File: src/chtbl_ram.sv
module chtbl_ram #(
   parameter int WIDTH = 8,
   parameter int DEPTH = 16
) (
   input  logic                                      clock,
   input  logic                                      wr_en,
   input  logic [((DEPTH > 1) ? $clog2(DEPTH) : 1)-1:0] wr_addr,
   input  logic [WIDTH-1:0]                          wr_data,
   input  logic [((DEPTH > 1) ? $clog2(DEPTH) : 1)-1:0] rd_addr,
   output logic [WIDTH-1:0]                          rd_data
);

   logic [WIDTH-1:0] mem [DEPTH];

   always_ff @(posedge clock) begin
      if (wr_en) begin
         mem[wr_addr] <= wr_data;
      end
      rd_data <= mem[rd_addr];
   end

endmodule

File: config.mk
export PLATFORM = sky130hd
export DESIGN_NAME = chtbl_ram
export DESIGN_NICKNAME = d
export VERILOG_FILES = /design/src/chtbl_ram.sv
export SDC_FILE = /design/constraint.sdc
export NUM_CORES = 1
export LEC_CHECK = 0
export BUFFER_PORTS_ARGS = -buffer_cell sky130_fd_sc_hd__buf_2
export CORE_MARGIN = 2
export CORE_UTILIZATION = 45
export CTS_CLUSTER_DIAMETER = 60
export DETAILED_ROUTE_END_ITERATION = 8
export PLACE_DENSITY_LB_ADDON = 0.3
export SLEW_MARGIN = 20
export SYNTH_ARGS = -nofsm -noshare
export SYNTH_HDL_FRONTEND = slang
export SYNTH_SLANG_ARGS = --single-unit
File: constraint.sdc
create_clock -name clock -period 2.1 [get_ports clock]
set_input_delay 0.525 -clock clock [delete_from_list [all_inputs] [get_ports clock]]
set_output_delay 0.525 -clock clock [all_outputs]
set_load 0.02 [all_outputs]
After elaboration in Yosys (flattened, before gate mapping):

Memories as Yosys holds them, arrays and structs flattened. A register that Yosys moved wholly into a read port is not among the register bits.
Cells that the tools add are included.

* register bits: 0
* RAM bits: 128
* bits of input ports: 18
* output and inout port bits: 8
* word-level logic and storage cells: 3
* memories kept: 1

* muxes and demuxes: 2

Memory list
* mem: depth 16, bits a word 8, read ports 1, clocked after Yosys merged registers in 1, wr ports 1, line 13 `logic [WIDTH-1:0] mem [DEPTH];`

Operator list (count)
* 1-bit 2-to-1 mux: 2

Depth between registers and ports, before layout:

* depth after elaboration: 2
* depth in mapped cells: 5
* mapped depth without buffers: 3

Worst setup path after synthesis:

OpenSTA, ideal clock, no wires.

* path type: input port to flip-flop
* start: input port wr_addr[2] in the netlist's numbering
* end: memory mem[0][0], enable pin
* library setup time: 0.383 ns
* data arrival time: 1.635 ns
* data required time: 1.717 ns
* path slack: 0.082 ns
* cell stages on the path: 2
* buffers on the path: 0
* cell sequence: or3b_2 -> nor3_1

RTL lines
* start: declaration: line 7 `input logic [((DEPTH > 1) ? $clog2(DEPTH) : 1)-1:0] wr_addr,`
* end: declaration: line 13

Straight into the memory's write port.

==> summary.txt <==
Drt
  • ANT nets after route: 0
  • DR WL/cell: 22.1 um
  • Final WL: 9810 um
  • DRT iter0 DRCs: 192
  • Vias: 2478
  • Drt pass-1 iters: 4
  • Vias per cell: 5.58
  • DRC viols: 0

Timing
  • TNS Setup: 0 ns
  • Crit share post-route: 73.6%
  • Setup Viol. Count Final: 0
  • Setup WS post-layout: 0.553 ns
  • Hold slack: 0.505 ns
  • Fin crit period: 1.55 ns
  • Slew Limit Fails: 0
  • Max Clk Rate: 647 MHz
  • Unrepaired setup endpoints after global routing: no
  • Max-slew headroom: 67.3%
  • Clock Skew: 0.00434 ns
  • Final Hold Fails: 0
  • Worst-margin pin slew: 0.489 ns

Run status
  • Status: complete, no violations

Clocking
  • Clock-pin slew on the worst setup and hold paths: 0.06 ns
  • Clock buffer depth: 2
  • Hold Buf Count CTS: 0
  • Clk Latency, worst-skew pair: 0.41 ns
  • CTS root buf: clkbuf_16
  • Htree depth: 4
  • CTS buffer count: 17
  • Num Clock Sinks: 136
  • CTS tree: done
  • Post-CTS Setup Bufs: 0
  • PostCTS Resize Cnt: 0

Finish
  • Layout Cells excl Fill: 444
  • Area growth syn-to-layout: 20.6%
  • Share of cells above drive strength 1: 33.2%
  • Final nets: 306
  • N_diodes: 0
  • Most common cell after layout, fill and taps aside: edfxtp_1
  • Cell area after layout: 6210 um2
  • Most frequent cells in the layout: edfxtp_1, buf_2, buf_4
  • Fin util: 55.1%

Placement
  • Number of buffers added on ports: 25
  • Pre-CTS WS: 0.126 ns
  • Gpl congestion: 0.745
  • HPWL Detailed: 6380 um
  • Placed cell count: 412
  • Placed cell area: 5580 um2

Min path
  • Worst Hold Launch: wr_data[4]
  • Worst hold path type: primary input to flip-flop
  • Hold Path Stages: 1
  • Worst Hold Endpoint: mem[14][4]

Global route
  • Initial antenna violation count: 0
  • Wire length of the first global-routing pass: 15100 um
  • Vias in the first global route: 2496
  • Largest net degree at the start of global routing: 18
  • Gr usage total: 17.2%
  • Total global routing overflow: 0

Flow run
  • Count of max-cap constraint violations: 0

Synthesis
  • Async SR Flop Fraction: 0%
  • Mapped Cells: 229
  • Net count after synthesis: 247
  • Yosys cell types: 19
  • Synth Warn #: 0
  • Netlist Area Pre-Place: 5150 um2
  • Ys flop type: edfxtp_1
  • Post-synth EDFFs: 128
  • Register bit count reported by yosys: 136
  • Sequential share of the synthesized area: 77.8%
  • Mean Syn Cell Area: 22.5 um2

Floorplan
  • Core area: 11300 um2
  • Die W: 111 um
  • Initial Utilization: 45.7%
  • I/O pin total: 26
  • Die area: 12300 um2
  • # rows: 39
  • Die Y: 111 um

Worst setup path
  • Critical path arrival: 1.84 ns
  • R2r startpoint: mem[1][3]
  • Worst R2R Setup Slack: 0.74 ns
  • CP max FO: 17
  • CP startpoint kind: primary input
  • Worst endpoint required time: 2.39 ns
  • FF-to-FF End: rd_data[3]
  • Critical path endpoint category: flip-flop
  • Crit Path Class: primary input to flip-flop
  • Worst Reg-to-Reg Cells: 3

Power and ir drop
  • Worst vdd ir: 0.566 mV
  • LEAKAGE: 2.13 nW
  • Tot Pwr: 6.45 mW
  • Pwr/cell area: 1040 nW/um2
[power by group]
group	switching, mW	leakage (nW)	internal (mW)	total (mW)
clock network	1.05	0.298	2.04	3.09
logic	0.176	0.610	0.129	0.304
registers	0.0192	1.22	3.04	3.06
total	1.24	2.13	5.21	6.45
[layer usage]
layer	vias to the layer above	track usage [%]	part of all wire (%)
met5	-	0	0
met4	0	6.25	1.7
met3	13	4.81	5.0
met2	77	25.9	47
met1	1296	24.3	46
li1	1092	-	-
[final cells by class]
type / instances / area (um2)
fillers: 822 / 5060
clock buffers: 20 / 457
multi-input cells: 83 / 1060
flip-flops and latches: 136 / 4000
well taps: 143 / 179
repair buffers: 50 / 338
clock inverters: 12 / 174
[kinds of logic (layout without fill, tap and decap cells)]
kind of cell,after synthesis,count (layout),synth area share (%)
flip-flops,136,136,77.8
AND/OR/NAND/NOR,35,35,3.18
multiplexers,32,32,15.0
AO/OA/AOI/OAI,16,16,2.33
buffers and inverters,10,82,1.68
[flip-flops by register name, summed over array words and instances (netlist names)]
register	flops
mem	128
rd_data	8
[cells in the mapped netlist (2+ instances only)]
master,n,area share (%)
nor2_1,13,0.95
edfxtp_1,128,75
nand2b_1,2,0.24
mux4_1,14,7.1
dfxtp_1,8,3.1
clkdlybuf4s25_2,3,0.58
buf_2,3,0.29
nor3_1,4,0.39
nand2_1,9,0.66
buf_6,3,0.66
mux4_2,18,7.9
a22oi_1,16,2.3
nand3b_1,2,0.29
[worst max-delay path by stage]
stage / slack [ns] / from / to / cells past startpoint
2_1_floorplan: 0.08 / wr_addr[2] / mem[0][0] / 2
3_3_place_gp: 0.14 / rd_addr[0] / rd_data[2] / 5
3_5_place_dp: 0.13 / rd_addr[0] / rd_data[2] / 5
4_1_cts: 0.55 / rd_addr[0] / rd_data[2] / 5
5_1_grt: 0.48 / rd_addr[0] / rd_data[2] / 5
6_report: 0.55 / rd_addr[0] / rd_data[1] / 5
[worst max-delay path, cell delays in order]
cell and delay, ns:
buf_2 0.18, buf_12 0.20, mux4_1 0.59, a22oi_1 0.25
nand2_1 0.08
Power figures use the tool's default switching activity.
