`src/chtbl_pkg.sv`:
```
package chtbl_pkg;

   localparam int KEY_BITS  = 32;
   localparam int DATA_BITS = 64;
   localparam int MODE_BITS = 2;
   localparam int STAT_BITS = 2;

   localparam int BUCKETS_DEFAULT      = 10;
   localparam int POOL_NODES_DEFAULT   = 128;
   localparam int PAYLOAD_BITS_DEFAULT = 64;

   typedef logic [MODE_BITS-1:0] mode_type;
   typedef logic [STAT_BITS-1:0] status_type;

   localparam mode_type MODE_INSERT = 2'd0;
   localparam mode_type MODE_SEARCH = 2'd1;
   localparam mode_type MODE_CLEAR  = 2'd2;

   localparam status_type STATUS_DONE  = 2'd0;
   localparam status_type STATUS_FOUND = 2'd1;
   localparam status_type STATUS_MISS  = 2'd2;
   localparam status_type STATUS_FULL  = 2'd3;

endpackage

```
`src/chtbl_mod.sv`:
```
module chtbl_mod #(
   parameter int BUCKETS = chtbl_pkg::BUCKETS_DEFAULT
) (
   input  logic                                           clock,
   input  logic                                           reset,
   input  logic                                           start,
   input  logic [chtbl_pkg::KEY_BITS-1:0]                 key,
   output logic                                           done,
   output logic [((BUCKETS > 1) ? $clog2(BUCKETS) : 1)-1:0] bucket
);

   import chtbl_pkg::*;

   localparam int BW    = (BUCKETS > 1) ? $clog2(BUCKETS) : 1;
   localparam int LW    = (BUCKETS > 1) ? $clog2(BUCKETS) : 0;
   localparam int SH    = KEY_BITS + LW;
   localparam int RW    = KEY_BITS + 1;
   localparam int PW    = KEY_BITS + RW;
   // ceil(2^SH / BUCKETS): the quotient is exact for every key
   localparam logic [RW-1:0] RECIP =
      RW'(((64'd1 << SH) + 64'(BUCKETS) - 64'd1) / 64'(BUCKETS));

   logic                s1_ff, s1_in;
   logic                s2_ff, s2_in;
   logic                done_ff, done_in;
   logic [KEY_BITS-1:0] key_ff, key_in;
   logic [KEY_BITS-1:0] quot_ff, quot_in;
   logic [BW-1:0]       rem_ff, rem_in;
   logic [PW-1:0]       prod;
   logic [KEY_BITS-1:0] back;
   logic [KEY_BITS-1:0] diff;

   // stage s1: quotient by reciprocal multiply; stage s2: remainder
   assign prod = PW'(key_ff) * PW'(RECIP);
   assign back = quot_ff * KEY_BITS'(BUCKETS);
   assign diff = key_ff - back;

   always_comb begin
      s1_in   = start;
      s2_in   = s1_ff;
      done_in = s2_ff;
      key_in  = start ? key : key_ff;
      quot_in = s1_ff ? KEY_BITS'(prod >> SH) : quot_ff;
      rem_in  = s2_ff ? diff[BW-1:0] : rem_ff;
   end

   always_ff @(posedge clock) begin
      if (reset) begin
         s1_ff   <= 1'b0;
         s2_ff   <= 1'b0;
         done_ff <= 1'b0;
      end else begin
         s1_ff   <= s1_in;
         s2_ff   <= s2_in;
         done_ff <= done_in;
      end
      key_ff  <= key_in;
      quot_ff <= quot_in;
      rem_ff  <= rem_in;
   end

   assign done   = done_ff;
   assign bucket = rem_ff;

endmodule
```
`config.mk`:
```
export PLATFORM = sky130hd
export DESIGN_NAME = chtbl_mod
export DESIGN_NICKNAME = d
export VERILOG_FILES = /design/src/chtbl_pkg.sv /design/src/chtbl_mod.sv
export SDC_FILE = /design/constraint.sdc
export NUM_CORES = 1
export LEC_CHECK = 0
export ABC_AREA = 1
export BUFFER_PORTS_ARGS = -buffer_cell sky130_fd_sc_hd__buf_2
export CAP_MARGIN = 20
export CORE_MARGIN = 2
export CORE_UTILIZATION = 50
export DETAILED_ROUTE_END_ITERATION = 12
export PLACE_DENSITY = 0.63
export RECOVER_POWER = 100
export REMOVE_ABC_BUFFERS = 1
export SLEW_MARGIN = 10
export SYNTH_ARGS = -nofsm -noshare
export SYNTH_HDL_FRONTEND = slang
export SYNTH_SLANG_ARGS = --single-unit
```
`constraint.sdc`:
```
create_clock -name clock -period 13 [get_ports clock]
set_input_delay 1.95 -clock clock [delete_from_list [all_inputs] [get_ports clock]]
set_output_delay 1.95 -clock clock [all_outputs]
set_load 0.1 [all_outputs]
```
### Word-level counts from Yosys, hierarchy flattened

Index checks and enable logic that the tools add are counted.

* add/sub/neg operators: 1
* $mul: 2

Operators by type and width (count)
* multiplier 32 x 32 -> 64 bit (second input constant): 1
* multiplier 29 x 3 -> 3 bit (second input constant): 1
* subtractor 4 bit: 1

* bits in registers: 68
* bits of input ports: 35
* logic and storage cells: 9
* output and inout bits: 5

### Depth between registers and ports, before layout

* depth after elaboration: 2
* gate-level depth with buffers: 26
* depth with buffers taken out: 26

### Worst setup path after synthesis

OpenSTA, ideal clock, no wires.

* kind: register to register
* from: register key_ff[7]
* to: register quot_ff[2] (data pin)
* data required time: 12748 ps
* cell stages (with the launch flop): 23
* library setup time: 252 ps
* clock period less this slack: 6033 ps
* path slack: 6967 ps
* buffers on the path: 0
* arrival: 5781 ps
* cell sequence: edfxtp_1 -> ha_1 -> inv_1 -> fa_1 -> fa_1 -> fa_1 -> inv_1 -> fa_1 -> fa_1 -> fa_1 -> inv_1 -> fa_1 -> inv_1 -> ha_1 -> nand2_1 -> nor2_1 -> nand4_1 -> nor2_1 -> nand4_1 -> nand3_2 -> inv_1 -> nand2_1 -> nand2_1

* word-level cells in the longest chain between the ends: 1

RTL lines
* from (decl): RTL line chtbl_mod.sv:26 `logic [KEY_BITS-1:0] key_ff, key_in;`
* from (signal assigned): RTL line chtbl_mod.sv:57 `key_ff <= key_in;`
* multiplier 32 x 32 -> 64 bit: RTL line chtbl_mod.sv:34 `assign prod = PW'(key_ff) * PW'(RECIP);`
* via prod[38]: RTL line chtbl_mod.sv:29 `logic [PW-1:0] prod;`
* to (signal assigned): RTL line chtbl_mod.sv:58 `quot_ff <= quot_in;`
* to (decl): RTL line chtbl_mod.sv:27 `logic [KEY_BITS-1:0] quot_ff, quot_in;`

The timed path passes the listed nets, and every way through them passes these cells.
A chain may end at the register's enable or synchronous reset.

### Worst setup path in the final report

* from: register key_ff[9]
* to: register quot_ff[1] (data pin)

Same word-level chain as after synthesis.

==> impl_metrics.toml <==
[status]
status = "finished with violations"
violations = "max-capacitance violations, max-slew violations"

[critical_path]
startpoint = "key_ff[9]$_DFFE_PP_"
critPathRequiredTime_ns = 13.05
crit_fanout = 7
endpoint_kind = "register"
r2r-start = "key_ff[9]$_DFFE_PP_"
r2r_slack_ns = 6.10
worst_ep_arrival_time_ns = 6.95
crit_type = "reg -> reg"
rr_worst_depth = 20
rr_endpoint = "quot_ff[1]$_DFFE_PP_"
startpoint_type = "register"

[cts]
cts_tree = "done"
htree_levels = 2
cts_resized = 0
cts_made_buffers = 5
clkTransAtPathRegs_ns = 0.07
clkLatencyLatePin_ns = 0.30
cts_root_buffer = "clkbuf_16"
clockBufferDepth = 2
numClockSinks = 42
post_cts_buffers = 0
postCtsHoldBufs = 0

[logic_synthesis]
synth_area_leaders = "fa_1 43%, ha_1 21%, inv_1 15%"
ys.flop_type = "edfxtp_1"
netlist_area_mm2 = 0.01184
synthTopCellsByCount = "473 x inv_1, 257 x fa_1, 198 x ha_1"
synth_cells = 1214
yosysMostFrequentCell = "inv_1"
synth_seq_cells = 42
synthArstFlopShare_pct = 0
ys_seq_area_share_pct = 10.40
syn_avg_cell_area_um2 = 9.754
synth_top_area_share_pct = 43.45
synth_edf_count = 39
yosysWarnings = 0
yosys.cell_types.count = 25
synth_area_leader_cell = "fa_1"

[placed_design]
dp_hpwl_mm = 27.95
io_buffers = 39
gp_congestion = 0.9684

[grt]
first_global_vias = 8663
grt_pass1_wl_mm = 49.04
antenna_found_initial = 0
grt_max_degree = 34
grt.total_usage_pct = 27.50
grt_overflow = 0

[route]
drc = 0
avgRoutedWirePerCell_um = 19.42
totalWireLength_mm = 30.67
firstDrtPassIters = 5
via_per_inst = 4.945
ant_nets = 0
drt-initial-drc-count = 529
num_vias = 7808

[timing]
hold_violations = 0
fmax_ghz = 0.1449
fin_crit_ns = 6.901
tns_ns = 0
drv_slew = 34
finalCritPeriodShare_pct = 53.09
setup_viol = 0
worst_pin_slew_ns = 2.168
slew_headroom_pct = -44.57
rsz0062_at_grt = "false"
clock_skew_ns = 0.01268

[finish]
final_core_util_pct = 53.94
multi_input_area_mm2 = 0.008827
syn_to_final_growth_pct = 6.277
seqCellArea_mm2 = 0.001231
fill_cells = 2166
finalNetCount = 1750
n_antenna_cell = 0
drive_above_1_share_pct = 3.333

[worst_hold_path]
holdPathEnd = "done_in$_SDFF_PP0_"
min_path_type = "reg -> reg"
hold_depth = 2
worstHoldStart = "s1_ff$_SDFF_PP0_"

[die]
num_rows = 56
dieArea_mm2 = 0.02493
ioPinCount = 40
initial_core_util_pct = 50.75
fp.dieH_um = 157.9
core_mm2 = 0.02333
die_w_um = 157.9

[flow_run]
maxCapViolations = 1
critical path, stage by stage (launching register included):
cell,delay (ns)
edfxtp_1,0.56
ha_1,0.61
inv_1,0.10
fa_1,0.48
inv_1,0.05
fa_1,0.54
inv_1,0.08
fa_1,0.53
fa_1,0.52
fa_1,0.60
inv_1,0.07
fa_1,0.57
inv_1,0.07
fa_1,0.55
inv_1,0.05
ha_1,0.42
nand4_1,0.25
nor4_1,0.35
nand2_1,0.12
nand3_1,0.08
nand2_1,0.06
cell families after synthesis:
group	after synthesis	synth area share, %
compound gates	56	2.568
buf+inv	475	15.06
fa+ha+maj	455	64.37
simple gates	160	5.685
flops	42	10.40
xor+xnor	26	1.923
stage by stage:
| step | std cells | setup slack (ns) | area, um^2 | hold slack [ns] |
|---|---|---|---|---|
| 4_1_cts | 1579 | 6.095 | 12590 | 0.4970 |
| 3_3_place_gp | 1572 | 6.104 | 12440 | 0.4853 |
| 2_1_floorplan | 1214 | 6.967 | 11840 | 0.4447 |
| 6_report | 1579 | 6.099 | 12580 | 0.4918 |
| 3_5_place_dp | 1572 | 6.168 | 12440 | 0.4887 |
| 5_1_grt | 1579 | 5.747 | 12580 | 0.5125 |
layer usage:
metal / wire length (um) / up-vias / share of wire (%) / GRT usage (%)
met1: 13610 / 3933 / 44 / 37.96
met4: 901 / 0 / 2.9 / 7.922
met2: 14540 / 212 / 47 / 45.32
li1: - / 3624 / - / -
met3: 1616 / 39 / 5.3 / 4.161
met5: 0 / - / 0 / 0
state kept, by name (all words and copies together) (netlist names):
| signal | cells |
|---|---|
| done | 1 |
| key_ff | 32 |
| done_in | 1 |
| s1_ff | 1 |
| quot_ff | 3 |
| bucket | 4 |
how the worst max path moves through the flow:
stage | to
finish | quot_ff[1]$_DFFE_PP_
global route | quot_ff[1]$_DFFE_PP_
CTS | quot_ff[1]$_DFFE_PP_
detailed placement | quot_ff[1]$_DFFE_PP_
global placement | quot_ff[1]$_DFFE_PP_
floorplan | quot_ff[2]$_DFFE_PP_
cell usage in the layout (no fill, tap or decap), types with 11 or more instances in the layout:
cell      count
ha_1        198
fa_1        257
nand3_1      20
inv_1       473
nand2_1      99
xor2_1       15
edfxtp_1     39
nor2_1       24
o21ai_0      14
buf_2        31
xnor2_1      11
a21oi_1      34
layout make-up:
type	instances	area share, %
clock buffer	5	0.9942
clock inverter	2	0.2684
inverter	475	14.17
multi-input combinational	697	70.14
sequential	42	9.783
tap	319	3.172
timing repair buffer	39	1.471
Power is not shown: default switching activity piles up to over one toggle a cycle in this logic, so the estimate is an artifact.
